**src/rtl/text_console_cursor_engine_unit_assert.svh**
```systemverilog
// assertion helpers for the console engine
`ifndef TEXT_CONSOLE_CURSOR_ENGINE_UNIT_ASSERT_SVH
`define TEXT_CONSOLE_CURSOR_ENGINE_UNIT_ASSERT_SVH

// same-cycle implication, checked out of reset
`define TCCE_ASSERT_IMPL(lbl, ante, cons) \
    lbl: assert property (@(posedge aclk) disable iff (!aresetn) (ante) |-> (cons)) \
        else $error("tcce assertion failed");

// next-cycle implication, checked out of reset
`define TCCE_ASSERT_NEXT(lbl, ante, cons) \
    lbl: assert property (@(posedge aclk) disable iff (!aresetn) (ante) |=> (cons)) \
        else $error("tcce assertion failed");

`endif

```
**src/rtl/tcce_pkg.sv**
```systemverilog
package tcce_pkg;

    localparam int VIDEO_CELLS    = 16384;
    localparam int CONSOLES       = 4;
    localparam int SCREEN_COLUMNS = 80;
    localparam int SCREEN_CELLS   = 2000;

    localparam int REGION_CELLS = VIDEO_CELLS / CONSOLES;

    localparam int ADDR_W = 14;
    localparam int CMD_W  = 2;
    localparam int IDX_W  = 2;
    localparam int CHAR_W = 8;
    localparam int ATTR_W = 8;

    localparam int CIDX_W = $clog2(CONSOLES);
    localparam int COL_W  = $clog2(SCREEN_COLUMNS);

    // last cell of a region as row and column
    localparam int LAST_ROW = (REGION_CELLS - 1) / SCREEN_COLUMNS;
    localparam int LAST_COL = (REGION_CELLS - 1) % SCREEN_COLUMNS;
    localparam int ROW_W    = $clog2(LAST_ROW + 2);

    // visible window size as row and column
    localparam int SCR_ROW = SCREEN_CELLS / SCREEN_COLUMNS;
    localparam int SCR_COL = SCREEN_CELLS % SCREEN_COLUMNS;

    // highest view row the view may reach inside a region
    localparam int VIEW_ROW_MAX = (REGION_CELLS > SCREEN_CELLS) ?
        (REGION_CELLS - SCREEN_CELLS + SCREEN_COLUMNS - 1) / SCREEN_COLUMNS : 0;
    localparam int VROW_W = $clog2(VIEW_ROW_MAX + 1);

    localparam int NL_LIMIT = REGION_CELLS - SCREEN_COLUMNS;
    localparam int TAB_STEP = 4;

    localparam logic [CMD_W-1:0] CMD_PUT         = 2'd0;
    localparam logic [CMD_W-1:0] CMD_SCROLL_UP   = 2'd1;
    localparam logic [CMD_W-1:0] CMD_SCROLL_DOWN = 2'd2;

    localparam logic [CHAR_W-1:0] CH_NEWLINE   = 8'h0A;
    localparam logic [CHAR_W-1:0] CH_BACKSPACE = 8'h08;
    localparam logic [CHAR_W-1:0] CH_TAB       = 8'h09;
    localparam logic [CHAR_W-1:0] CH_BELL      = 8'h07;
    localparam logic [CHAR_W-1:0] CH_BLANK     = 8'h20;

    localparam int                PADDR_W         = 3;
    localparam int                REG_SEL_LSB     = 2;
    localparam logic              REG_TEXT_ATTR   = 1'b0;
    localparam logic [ATTR_W-1:0] TEXT_ATTR_RESET = 8'h07;

    typedef struct packed {
        logic [CMD_W-1:0]  command;
        logic [IDX_W-1:0]  console_index;
        logic [CHAR_W-1:0] char_code;
    } item_t;

    typedef struct packed {
        logic              we;
        logic [ADDR_W-1:0] addr;
        logic [CHAR_W-1:0] char_val;
        logic [ATTR_W-1:0] attr;
        logic [ADDR_W-1:0] cursor;
        logic [ADDR_W-1:0] view;
        logic              last;
    } result_t;

    typedef struct packed {
        result_t first;
        result_t second;
        logic    two;
    } edit_t;

endpackage

```
**src/rtl/tcce_in_stage.sv**
```systemverilog
module tcce_in_stage
    import tcce_pkg::*;
(
    input  logic              aclk,
    input  logic              aresetn,
    input  logic              s_valid,
    output logic              s_ready,
    input  logic [CMD_W-1:0]  s_command,
    input  logic [IDX_W-1:0]  s_console_index,
    input  logic [CHAR_W-1:0] s_char_code,
    input  logic              take,
    output logic              item_valid,
    output item_t             item
);

    logic  valid_reg;
    item_t item_reg;

    assign s_ready    = !valid_reg || take;
    assign item_valid = valid_reg;
    assign item       = item_reg;

    always_ff @(posedge aclk) begin
        if (!aresetn) begin
            valid_reg <= 1'b0;
        end else if (s_valid && s_ready) begin
            valid_reg <= 1'b1;
        end else if (take) begin
            valid_reg <= 1'b0;
        end
    end

    always_ff @(posedge aclk) begin
        if (s_valid && s_ready) begin
            item_reg.command       <= s_command;
            item_reg.console_index <= s_console_index;
            item_reg.char_code     <= s_char_code;
        end
    end

endmodule

```
**src/rtl/tcce_edit.sv**
```systemverilog
module tcce_edit
    import tcce_pkg::*;
(
    input  logic              aclk,
    input  logic              aresetn,
    input  item_t             item,
    input  logic              commit,
    input  logic [ATTR_W-1:0] text_attr,
    output edit_t             edit
);

    // cursor kept as row and column inside the region, view as a row number
    logic [ROW_W-1:0]  row_reg  [CONSOLES];
    logic [COL_W-1:0]  col_reg  [CONSOLES];
    logic [VROW_W-1:0] vrow_reg [CONSOLES];

    logic [CIDX_W-1:0] sel;
    logic              in_range;
    logic [ROW_W-1:0]  cur_row;
    logic [COL_W-1:0]  cur_col;
    logic [VROW_W-1:0] cur_vrow;
    logic [ROW_W-1:0]  row_next;
    logic [COL_W-1:0]  col_next;
    logic [VROW_W-1:0] vrow_next;
    logic [1:0]        n_writes;
    logic              first_old;
    logic [ADDR_W-1:0] base;
    logic [ADDR_W-1:0] old_abs;
    logic [ADDR_W-1:0] cur_abs;
    logic [ADDR_W-1:0] view_abs;
    int                cur_off;
    int                t_row;

    assign sel      = item.console_index[CIDX_W-1:0];
    assign in_range = (int'(item.console_index) < CONSOLES);
    assign cur_row  = row_reg[sel];
    assign cur_col  = col_reg[sel];
    assign cur_vrow = vrow_reg[sel];
    assign cur_off  = int'(cur_row) * SCREEN_COLUMNS + int'(cur_col);

    always_comb begin
        row_next  = cur_row;
        col_next  = cur_col;
        vrow_next = cur_vrow;
        n_writes  = 2'd0;
        first_old = 1'b0;
        t_row     = 0;
        case (item.command)
            CMD_PUT: begin
                case (item.char_code)
                    CH_NEWLINE: begin
                        if (cur_off < NL_LIMIT) begin
                            row_next = cur_row + 1'b1;
                            col_next = '0;
                            n_writes = 2'd1;
                        end
                    end
                    CH_BACKSPACE: begin
                        if (cur_off != 0) begin
                            n_writes = 2'd1;
                            if (cur_col == '0) begin
                                row_next = cur_row - 1'b1;
                                col_next = COL_W'(SCREEN_COLUMNS - 1);
                            end else begin
                                col_next = cur_col - 1'b1;
                            end
                        end
                    end
                    CH_TAB: begin
                        if (cur_off < REGION_CELLS - 1) begin
                            n_writes = 2'd1;
                            // wrap to the start of the next row when four or fewer cells remain in the row
                            if (int'(cur_col) + TAB_STEP >= SCREEN_COLUMNS) begin
                                row_next = cur_row + 1'b1;
                                col_next = '0;
                            end else begin
                                col_next = COL_W'(int'(cur_col) + TAB_STEP);
                            end
                            if (int'(row_next) > LAST_ROW ||
                                (int'(row_next) == LAST_ROW && int'(col_next) > LAST_COL)) begin
                                row_next = ROW_W'(LAST_ROW);
                                col_next = COL_W'(LAST_COL);
                            end
                        end
                    end
                    CH_BELL: begin
                    end
                    default: begin
                        if (cur_off < REGION_CELLS - 1) begin
                            n_writes  = 2'd2;
                            first_old = 1'b1;
                            if (int'(cur_col) == SCREEN_COLUMNS - 1) begin
                                row_next = cur_row + 1'b1;
                                col_next = '0;
                            end else begin
                                col_next = cur_col + 1'b1;
                            end
                        end
                    end
                endcase
                // scroll straight to the first view row that shows the cursor
                if (int'(row_next) > SCR_ROW ||
                    (int'(row_next) == SCR_ROW && int'(col_next) >= SCR_COL)) begin
                    t_row = int'(row_next) - SCR_ROW + ((int'(col_next) >= SCR_COL) ? 1 : 0);
                    if (int'(cur_vrow) < VIEW_ROW_MAX && t_row > int'(cur_vrow)) begin
                        vrow_next = (t_row > VIEW_ROW_MAX) ? VROW_W'(VIEW_ROW_MAX)
                                                           : VROW_W'(t_row);
                    end
                end
            end
            CMD_SCROLL_UP: begin
                if (cur_vrow != '0) begin
                    vrow_next = cur_vrow - 1'b1;
                end
            end
            CMD_SCROLL_DOWN: begin
                if (int'(cur_vrow) < VIEW_ROW_MAX) begin
                    vrow_next = cur_vrow + 1'b1;
                end
            end
            default: begin
            end
        endcase
    end

    assign base     = ADDR_W'(int'(item.console_index) * REGION_CELLS);
    assign old_abs  = base + ADDR_W'(cur_off);
    assign cur_abs  = base + ADDR_W'(int'(row_next) * SCREEN_COLUMNS + int'(col_next));
    assign view_abs = base + ADDR_W'(int'(vrow_next) * SCREEN_COLUMNS);

    always_comb begin
        edit = '0;
        if (!in_range) begin
            edit.first.last = 1'b1;
        end else begin
            edit.first.cursor = cur_abs;
            edit.first.view   = view_abs;
            edit.first.last   = (n_writes != 2'd2);
            if (n_writes != 2'd0) begin
                edit.first.we       = 1'b1;
                edit.first.addr     = first_old ? old_abs : cur_abs;
                edit.first.char_val = first_old ? item.char_code : CH_BLANK;
                edit.first.attr     = text_attr;
            end
            edit.second.we       = 1'b1;
            edit.second.addr     = cur_abs;
            edit.second.char_val = CH_BLANK;
            edit.second.attr     = text_attr;
            edit.second.cursor   = cur_abs;
            edit.second.view     = view_abs;
            edit.second.last     = 1'b1;
            edit.two             = (n_writes == 2'd2);
        end
    end

    always_ff @(posedge aclk) begin
        if (!aresetn) begin
            for (int i = 0; i < CONSOLES; i++) begin
                row_reg[i]  <= '0;
                col_reg[i]  <= '0;
                vrow_reg[i] <= '0;
            end
        end else if (commit && in_range) begin
            row_reg[sel]  <= row_next;
            col_reg[sel]  <= col_next;
            vrow_reg[sel] <= vrow_next;
        end
    end

endmodule

```
**src/rtl/tcce_out_stage.sv**
```systemverilog
`include "text_console_cursor_engine_unit_assert.svh"

module tcce_out_stage
    import tcce_pkg::*;
(
    input  logic              aclk,
    input  logic              aresetn,
    input  logic              item_valid,
    input  edit_t             edit,
    output logic              take,
    output logic              m_valid,
    input  logic              m_ready,
    output logic              m_write_enable,
    output logic [ADDR_W-1:0] m_cell_address,
    output logic [CHAR_W-1:0] m_cell_char,
    output logic [ATTR_W-1:0] m_cell_attribute,
    output logic [ADDR_W-1:0] m_cursor_position,
    output logic [ADDR_W-1:0] m_view_start,
    output logic              m_last
);

    logic    m_valid_reg;
    logic    pend_reg;
    result_t res_reg;
    result_t second_reg;

    // the second write of a character holds the stage until it has been taken
    assign take = item_valid && (!m_valid_reg || (m_ready && !pend_reg));

    always_ff @(posedge aclk) begin
        if (!aresetn) begin
            m_valid_reg <= 1'b0;
            pend_reg    <= 1'b0;
        end else if (take) begin
            m_valid_reg <= 1'b1;
            pend_reg    <= edit.two;
        end else if (m_valid_reg && m_ready) begin
            if (pend_reg) begin
                pend_reg <= 1'b0;
            end else begin
                m_valid_reg <= 1'b0;
            end
        end
    end

    always_ff @(posedge aclk) begin
        if (take) begin
            res_reg    <= edit.first;
            second_reg <= edit.second;
        end else if (m_valid_reg && m_ready && pend_reg) begin
            res_reg <= second_reg;
        end
    end

    assign m_valid           = m_valid_reg;
    assign m_write_enable    = res_reg.we;
    assign m_cell_address    = res_reg.addr;
    assign m_cell_char       = res_reg.char_val;
    assign m_cell_attribute  = res_reg.attr;
    assign m_cursor_position = res_reg.cursor;
    assign m_view_start      = res_reg.view;
    assign m_last            = res_reg.last;

    `TCCE_ASSERT_IMPL(a_pend_needs_valid, pend_reg, m_valid_reg)
    `TCCE_ASSERT_IMPL(a_pend_not_last, m_valid_reg && pend_reg, !res_reg.last)
    `TCCE_ASSERT_NEXT(a_second_follows, m_valid_reg && m_ready && pend_reg,
                      m_valid_reg && res_reg.last && !pend_reg)

endmodule

```
**src/rtl/text_console_cursor_engine_unit.sv**
```systemverilog
// Text console engine: four console regions, each with a cursor and a view start.
// Input channel (s_valid/s_ready): command, console_index and char_code per item.
// Result channel (m_valid/m_ready): a cell write (or none) with the cursor and view
// start after the item; m_last marks the final result of an item.
// A printable character gives two results (the character, then a blank next cell)
// unless the cursor is on the region's last cell; every other item gives one.
// An item waits in the input register; its first result is then loaded into the
// result register, from which it is presented on the result channel.
// Throughput: one item per cycle while m_ready is high, set by the single result
// register issuing one cell write per cycle; a character's blank write holds input.
// A stalled result holds in the result register; one more item waits in the input
// register, after which s_ready drops until the result side drains.
// The APB port holds text_attribute at address 0; write it only while idle.
// Reset puts every cursor and view start at the start of its region and the
// attribute at 7; no clearing pass is needed.
module text_console_cursor_engine_unit
    import tcce_pkg::*;
(
    input  logic               aclk,
    input  logic               aresetn,
    input  logic               psel,
    input  logic               penable,
    input  logic               pwrite,
    input  logic [PADDR_W-1:0] paddr,
    input  logic [31:0]        pwdata,
    output logic [31:0]        prdata,
    output logic               pready,
    input  logic               s_valid,
    output logic               s_ready,
    input  logic [CMD_W-1:0]   s_command,
    input  logic [IDX_W-1:0]   s_console_index,
    input  logic [CHAR_W-1:0]  s_char_code,
    output logic               m_valid,
    input  logic               m_ready,
    output logic               m_write_enable,
    output logic [ADDR_W-1:0]  m_cell_address,
    output logic [CHAR_W-1:0]  m_cell_char,
    output logic [ATTR_W-1:0]  m_cell_attribute,
    output logic [ADDR_W-1:0]  m_cursor_position,
    output logic [ADDR_W-1:0]  m_view_start,
    output logic               m_last
);

    logic [ATTR_W-1:0] attr_reg;
    logic              item_valid;
    item_t             item;
    logic              take;
    edit_t             edit;

    assign pready = 1'b1;

    always_ff @(posedge aclk) begin
        if (!aresetn) begin
            attr_reg <= TEXT_ATTR_RESET;
        end else if (psel && penable && pwrite && pready &&
                     paddr[REG_SEL_LSB] == REG_TEXT_ATTR) begin
            attr_reg <= pwdata[ATTR_W-1:0];
        end
    end

    always_comb begin
        prdata = '0;
        if (paddr[REG_SEL_LSB] == REG_TEXT_ATTR) begin
            prdata = {{(32 - ATTR_W){1'b0}}, attr_reg};
        end
    end

    tcce_in_stage u_in (
        .aclk            (aclk),
        .aresetn         (aresetn),
        .s_valid         (s_valid),
        .s_ready         (s_ready),
        .s_command       (s_command),
        .s_console_index (s_console_index),
        .s_char_code     (s_char_code),
        .take            (take),
        .item_valid      (item_valid),
        .item            (item)
    );

    tcce_edit u_edit (
        .aclk      (aclk),
        .aresetn   (aresetn),
        .item      (item),
        .commit    (take),
        .text_attr (attr_reg),
        .edit      (edit)
    );

    tcce_out_stage u_out (
        .aclk              (aclk),
        .aresetn           (aresetn),
        .item_valid        (item_valid),
        .edit              (edit),
        .take              (take),
        .m_valid           (m_valid),
        .m_ready           (m_ready),
        .m_write_enable    (m_write_enable),
        .m_cell_address    (m_cell_address),
        .m_cell_char       (m_cell_char),
        .m_cell_attribute  (m_cell_attribute),
        .m_cursor_position (m_cursor_position),
        .m_view_start      (m_view_start),
        .m_last            (m_last)
    );

endmodule
```
**config.mk**
```make
export PLATFORM = sky130hd
export DESIGN_NAME = text_console_cursor_engine_unit
export DESIGN_NICKNAME = d
export VERILOG_FILES = /design/src/rtl/tcce_pkg.sv /design/src/rtl/tcce_in_stage.sv /design/src/rtl/tcce_edit.sv /design/src/rtl/tcce_out_stage.sv /design/src/rtl/text_console_cursor_engine_unit.sv
export VERILOG_INCLUDE_DIRS = /design/src /design/src/rtl
export SDC_FILE = /design/constraint.sdc
export NUM_CORES = 1
export LEC_CHECK = 0
export ABC_AREA = 1
export BUFFER_PORTS_ARGS = -buffer_cell sky130_fd_sc_hd__buf_2
export CAP_MARGIN = 5
export CORE_UTILIZATION = 35
export CTS_CLUSTER_SIZE = 8
export DETAILED_ROUTE_END_ITERATION = 8
export SETUP_SLACK_MARGIN = 0.15
export SYNTH_ARGS = -nofsm -noshare
export SYNTH_HDL_FRONTEND = slang
export SYNTH_SLANG_ARGS = --single-unit
```
**constraint.sdc**
```tcl
create_clock -name aclk -period 10.75 [get_ports aclk]
set_input_delay 0.5375 -clock aclk [delete_from_list [all_inputs] [get_ports aclk]]
set_output_delay 0.5375 -clock aclk [all_outputs]
set_load 0.02 [all_outputs]
```
==> results of run 1 <==
-- worst reg2reg max path, delay by kind of cell, from the launching register on --
| kind | cells | cell delay (ns) |
|---|---|---|
| buffers and inverters | 9 | 1.09 |
| adders and majority gates | 7 | 2.22 |
| and+or+nand+nor | 30 | 4.09 |
| AOI/OAI and AO/OA | 4 | 0.49 |
| DFF | 1 | 0.66 |
| xor gates and xnor gates | 1 | 0.20 |
-- worst max-delay path by stage --
stage	cells past startpoint	end	from	slack (ns)
detailed placement	51	u_out.m_view_start[9]$_DFFE_PP_	register	1.77
global route	50	u_out.m_view_start[9]$_DFFE_PP_	register	0.95
finish	51	u_out.m_view_start[9]$_DFFE_PP_	register	1.79
CTS	51	u_out.m_view_start[9]$_DFFE_PP_	register	1.73
global placement	51	u_out.m_view_start[9]$_DFFE_PP_	register	1.87
floorplan	55	u_out.m_view_start[9]$_DFFE_PP_	register	3.50
-- kinds of logic (layout without fill, tap and decap cells) --
logic type,Yosys count,count (layout),synth area share [%]
AO/OA/AOI/OAI,162,162,8.37
AND/OR/NAND/NOR,725,725,27.8
XOR/XNOR,28,28,2.13
flip-flops,185,185,45.7
buffers and inverters,248,323,9.23
other,2,29,0.0633
adder cells (fa/ha/maj),60,60,6.64
-- through the flow --
stage | cells | total power (W) | hold WS, ns | utilization [%] | instance area [sq um]
2_1_floorplan | 1437 | 0.00140 | 0.408 | - | 12000
6_report | 1960 | 0.00224 | 0.268 | 39.9 | 13400
5_1_grt | 1960 | 0.00237 | 0.255 | 39.9 | 13400
3_3_place_gp | 1928 | 0.00156 | 0.411 | 38.0 | 12700
3_5_place_dp | 1928 | 0.00157 | 0.416 | 38.0 | 12700
4_1_cts | 1960 | 0.00225 | 0.254 | 39.9 | 13400
-- layer usage --
metal	vias to the layer above	wire, um
met5	-	0
met4	0	697
met3	50	1600
met2	259	14700
met1	4653	13900
li1	4836	-
-- power breakdown --
| part | internal [W] | total, W | switching, W |
|---|---|---|---|
| sequential | 0.000855 | 0.000871 | 0.0000164 |
| combinational | 0.000208 | 0.000687 | 0.000479 |
| clock | 0.000401 | 0.000680 | 0.000279 |
-- synth_stat cells (all sizes together), types with 2 or more instances --
master,number
nand2,388
inv,178
edfxtp,172
nor2,160
nand3,126
o21ai,72
ha,55
a21oi,44
buf,43
nand4,25
xor2,22
clkbuf,21
dfxtp,13
o211ai,12
nor3,9
o221ai,8
nor4,7
a32oi,6
clkinv,6
xnor2,6
fa,5
nand3b,4
o2111ai,3
a211oi,2
a311oi,2
a31oi,2
and2,2
and3,2
conb,2
o22ai,2
o31ai,2
or2,2
-- layout make-up --
class                      instances  area, sq um  share of cell area (%)
multi-input combinational       1004         5460                    40.9
sequential                       185         5430                    40.6
inverter                         184          701                    5.24
timing repair buffer             107          571                    4.27
tap                              448          561                    4.20
clock buffer                      21          450                    3.37
clock inverter                    11          189                    1.41
==> results.md, run 1 <==
* Outcome: finished clean
* Met3 track demand over resource at 2.99%
* Synth area leaders: sky130_fd_sc_hd__edfxtp_1 (44%), sky130_fd_sc_hd__nand2_1 (11%), sky130_fd_sc_hd__ha_1 (5.8%)
* DRT Wirelength at 30.9 mm
* FF-to-FF setup slack at 1.79 ns
* Count of final max-slew check failures at 0
* Critical setup path kind: register to register
* Number of antenna violations at the first check in global routing at 0
* Fmax at 0.112 GHz
* WP buf/inv at 9
* DRC Markers at 0
* Proportion of synthesized chip area in sequential cells at 45.7%
* Cell family with most CP delay: simple AND/OR/NAND/NOR gates
* Number of buffers inserted during clock tree synthesis at 17
* Final count of negative-setup-slack endpoints at 0
* I/O pins at 149
* Hold path start: s_command[0]
* Register-to-Register Path Depth at 51
* Critical path peak fanout at 18
* Gp weighted congestion at 0.932
* Syn-to-layout area delta at 12.6%
* Crit. End Element: register
* Async set-reset flop share out of synthesis at 0%
* Total vias in the final route at 9798
* Netlist cell types at 59
* Worst hold path cell count at 1
* Synthesized netlist cell count at 1410
* Final Critical Period at 8.96 ns
* Reg2reg end: u_out.m_view_start[9]$_DFFE_PP_
* Global-route wire length before repair at 48.5 mm
* Total congestion overflow after global routing at 0
* Hold Buf Count CTS at 0
* Period utilisation layout at 83.4%
* Via-to-Cell Ratio at 5.00
* Area share of the leading cell type in the synthesized netlist at 43.5%
* Classification of the worst-slack hold path: primary input to register
* Hold Fails Final Rpt at 0
* Slew of the pin with the lowest slew margin at 1.18 ns
* Iteration-0 DRC count of the detailed router at 614
* Met2 track demand over resource in global routing at 30.6%
* Final sum of negative setup slack at 0 ns
* Antenna Cells at 0
* Flip-flop count of the largest register, all copies and words added at 32
* Data arrival time at the worst-slack endpoint at 9.16 ns
* Worst-case hold path end point: u_in.item[10]$_DFFE_PP_
* Highest-count cells in the layout ignoring fill and taps: sky130_fd_sc_hd__nand2_1 (361), sky130_fd_sc_hd__edfxtp_1 (172), sky130_fd_sc_hd__inv_1 (154)
* Aggregate global-route resource usage at 18.3%
* Initial cell density of the core at 35.5%
* Slowest stage cell, crit path: sky130_fd_sc_hd__dfxtp_1
* Horizontal die dimension at 186 um
* Most common cell after layout, fill and taps aside: sky130_fd_sc_hd__nand2_1
* Warnings, synthesis at 0
* Mean routed wirelength per cell at 15.8 um
* Num rows at 67
* Netlist Area Pre-Place at 11900 sq um
* Maximum clock skew at final layout at 0.0149 ns
* Final #Nets at 1613
* Fillers at 3324
* Number of max-cap violations at 0
* Required time of the critical path at 10.94 ns
* Met1 usage at 24.0%
* Source-to-sink clock delay at the later pin of the worst-skew pair at 0.44 ns
* Worst slew margin relative to its limit at 20.8%
* Number of I/O port buffers at 93
* Final HPWL DP at 22.8 mm
* Number of synthesized flops with an enable pin at 172
* Critical Path Source Type: register
* CTS Sinks at 185
* Mean Syn Cell Area at 8.41 sq um
* Largest incremental delay on the critical path at 0.66 ns
* Die boundary height at 186 um
* Ratio of cells with drive above 1 in the final layout at 15.4%
* CORE AREA at 33400 sq um
* Power Density at 168 nW/um^2
* Final setup margin at 1.79 ns
* Peak supply drop at 0.000117 V
* CTS tree: built
* Post-cts repair resize count at 0
* Static Leakage at 5.89 nW
* Register bit count reported by yosys at 185
* Clock tree buffer depth at 2
* Final antenna-violating net count at 0
* Top cell by count, worst path: sky130_fd_sc_hd__nand2_1
* Count of TritonRoute iterations in the first routing pass at 7
* Cell taking the most area after synthesis: sky130_fd_sc_hd__edfxtp_1
* Most congested layer reported by global routing: met2
* Flip-flop cell with the highest count after synthesis: sky130_fd_sc_hd__edfxtp_1
* Via count of the first global-routing pass at 9105
* Die outline area at 34600 sq um
* Post-CTS setup repair buffer count at 0
* Largest net degree at the start of global routing at 57
* Clock transition at the registers of the reported paths at 0.07 ns
* Root buffer selected by CTS: sky130_fd_sc_hd__clkbuf_16
* RSZ-0062 raised after global routing: no
* Htree depth at 4
* Worst slack at placement at 1.77 ns
Power figures use the tool's default switching activity.
==> run 2: changes to the inputs <==
==> constraint.sdc (replaced) <==
create_clock -name aclk -period 8.19 [get_ports aclk]
set_input_delay 0.4095 -clock aclk [delete_from_list [all_inputs] [get_ports aclk]]
set_output_delay 0.4095 -clock aclk [all_outputs]
set_load 0.02 [all_outputs]
==> results.md, run 2 (synthesis results as in run 1) <==
* Final Cell Area at 14000 sq um (was 13400 sq um)
* CORE AREA at 33400 sq um (unchanged)
* Clock transition at the registers of the reported paths at 0.07 ns (about the same)
* DRT Wirelength at 32.7 mm (was 30.9 mm)
* DRC Markers at 0 (unchanged)
* CTS tree: built (unchanged)
* Aggregate global-route resource usage at 18.9% (was 18.3%)
* Count of final max-slew check failures at 0 (unchanged)
* Total power consumption of the routed design at 0.00295 W (was 0.00224 W)
* Placed cell areas at 13100 sq um (was 12700 sq um)
* Area of the multi-input gates at 5660 sq um (was 5460 sq um)
* Htree depth at 4 (unchanged)
* Final non-filler cell total at 2025 (was 1960)
* WP buf/inv at 13 (was 9)
* CTS Sinks at 185 (unchanged)
* Critical setup path kind: register to register (unchanged)
* Source-to-sink clock delay at the later pin of the worst-skew pair at 0.43 ns (was 0.44 ns)
* Syn-to-layout area delta at 18.1% (was 12.6%)
* Highest-count cells in the layout ignoring fill and taps: sky130_fd_sc_hd__nand2_1 (354), sky130_fd_sc_hd__edfxtp_1 (172), sky130_fd_sc_hd__inv_1 (152) (was sky130_fd_sc_hd__nand2_1 (361), sky130_fd_sc_hd__edfxtp_1 (172), sky130_fd_sc_hd__inv_1 (154))
* Iteration-0 DRC count of the detailed router at 549 (was 614)
* Final HPWL DP at 24.3 mm (was 22.8 mm)
* Stages on worst setup path at 48 (was 51)
* Die boundary height at 186 um (unchanged)
* Register-to-Register Path Depth at 48 (was 51)
* Final #Nets at 1678 (was 1613)
* Count of TritonRoute iterations in the first routing pass at 5 (was 7)
* Clock tree buffer depth at 2 (unchanged)
* Top cell by count, worst path: sky130_fd_sc_hd__nand2_1 (unchanged)
* Final antenna-violating net count at 0 (unchanged)
* Die outline area at 34600 sq um (unchanged)
* Number of antenna violations at the first check in global routing at 0 (unchanged)
* Flip-flop and latch area at 5430 sq um (about the same)
* Outcome: finished clean (unchanged)
* Worst slew margin relative to its limit at 25.1% (was 20.8%)
* Gp weighted congestion at 0.933 (was 0.932)
* Num rows at 67 (unchanged)
* Period utilisation layout at 93.3% (was 83.4%)
* Required time of the critical path at 8.38 ns (was 10.94 ns)
* Hold Buf Count CTS at 0 (unchanged)
* Fmax at 0.131 GHz (was 0.112 GHz)
* Slew of the pin with the lowest slew margin at 1.11 ns (was 1.18 ns)
* I/O pins at 149 (unchanged)
* RSZ-0062 raised after global routing: no (unchanged)
* Maximum clock skew at final layout at 0.0174 ns (was 0.0149 ns)
* Largest net degree at the start of global routing at 51 (was 57)
* Root buffer selected by CTS: sky130_fd_sc_hd__clkbuf_16 (unchanged)
* Data arrival time at the worst-slack endpoint at 7.83 ns (was 9.16 ns)
* Mean routed wirelength per cell at 16.2 um (was 15.8 um)
* Flip-flop count of the largest register, all copies and words added at 32 (unchanged)
* Classification of the worst-slack hold path: primary input to register (unchanged)
* Final count of negative-setup-slack endpoints at 0 (unchanged)
* Final Critical Period at 7.64 ns (was 8.96 ns)
* Via-to-Cell Ratio at 4.93 (was 5.00)
* Power Density at 211 nW/um^2 (was 168 nW/um^2)
* Cell family with most CP delay: simple AND/OR/NAND/NOR gates (unchanged)
* Critical Path Source Type: register (unchanged)
* Initial cell density of the core at 35.5% (unchanged)
* Antenna Cells at 0 (unchanged)
* Final sum of negative setup slack at 0 ns (unchanged)
* Largest incremental delay on the critical path at 0.45 ns (was 0.66 ns)
* Number of buffers inserted during clock tree synthesis at 17 (unchanged)
* Number of I/O port buffers at 93 (unchanged)
* Hold path start: s_command[0] (unchanged)
* Crit. End Element: register (unchanged)
* Slowest stage cell, crit path: sky130_fd_sc_hd__fa_2 (was sky130_fd_sc_hd__dfxtp_1)
* Via count of the first global-routing pass at 9408 (was 9105)
* Number of max-cap violations at 0 (unchanged)
* Worst hold path cell count at 1 (unchanged)
* Most common cell after layout, fill and taps aside: sky130_fd_sc_hd__nand2_1 (unchanged)
* Ratio of cells with drive above 1 in the final layout at 20.9% (was 15.4%)
* Total congestion overflow after global routing at 0 (unchanged)
* Cell Count Post-Placement at 1971 (was 1928)
* Global-route wire length before repair at 50.1 mm (was 48.5 mm)
* Total vias in the final route at 9993 (was 9798)
* Horizontal die dimension at 186 um (unchanged)
* Peak supply drop at 0.000156 V (was 0.000117 V)
* Static Leakage at 6.20 nW (was 5.89 nW)
* Critical path peak fanout at 18 (unchanged)
* Fillers at 3332 (was 3324)
* Hold Fails Final Rpt at 0 (unchanged)
==> run 2: changes by cell type in the layout (fill, tap and decap cells not counted), moves of 3 or more <==
cell / before / now
sky130_fd_sc_hd__clkinv_2: 0 / 3
sky130_fd_sc_hd__a21oi_1: 40 / 37
sky130_fd_sc_hd__ha_1: 55 / 49
sky130_fd_sc_hd__bufinv_16: 4 / 0
sky130_fd_sc_hd__buf_12: 0 / 3
sky130_fd_sc_hd__nor2_1: 149 / 144
sky130_fd_sc_hd__a21oi_2: 3 / 6
sky130_fd_sc_hd__buf_4: 14 / 72
sky130_fd_sc_hd__clkinv_4: 1 / 4
sky130_fd_sc_hd__nor2_4: 5 / 8
sky130_fd_sc_hd__nand2_2: 18 / 23
sky130_fd_sc_hd__ha_4: 0 / 4
sky130_fd_sc_hd__nand2_1: 361 / 354
==> run 2: final cells by class <==
| type | count | area share (%) |
|---|---|---|
| clock inverter | 13 | 0.687 |
| sequential | 185 | 38.7 |
| clock buffer | 19 | 3.09 |
| multi-input combinational | 1004 | 40.4 |
| tap | 448 | 4.00 |
| timing repair buffer | 172 | 8.05 |
| inverter | 184 | 5.05 |
==> run 2: repair_timing <==
item	4_1_cts	5_1_grt
buffers inserted	0	21
setup endpoints to repair	2	9
cloned	0	1
resized for setup	2	54
pin swaps	1	30
==> run 2: worst paths after layout <==
kind	to	slack (ns)
setup reg to reg	u_out.second_reg[9]$_DFFE_PP_	0.55
setup / recovery	u_out.second_reg[9]$_DFFE_PP_	0.55
hold reg to reg	u_out.second_reg[32]$_DFFE_PP_	0.43
hold / removal	u_in.item[10]$_DFFE_PP_	0.15
==> run 2: routing by layer <==
layer | up-vias | GRT usage (%) | wire length (um)
li1 | 4962 | - | -
met1 | 4722 | 24.8 | 14700
met2 | 269 | 31.9 | 15800
met3 | 40 | 3.01 | 1540
met4 | 0 | 5.61 | 687
met5 | - | 0 | 0
==> run 2: report_power, final <==
group / switching [W] / internal, W / total [W] / leakage (nW)
clock: 0.000355 / 0.000391 / 0.000747 / 0.260
sequential: 0.0000194 / 0.00112 / 0.00114 / 1.80
combinational: 0.000689 / 0.000375 / 0.00106 / 4.14
==> run 2: stage by stage <==
step | setup WS, ns | util (%) | hold slack [ns]
2_1_floorplan | 0.938 | - | 0.408
3_3_place_gp | 0.309 | 39.0 | 0.410
3_5_place_dp | 0.165 | 39.0 | 0.413
4_1_cts | 0.210 | 40.6 | 0.131
5_1_grt | 0.0820 | 41.9 | 0.138
6_report | 0.546 | 41.9 | 0.147
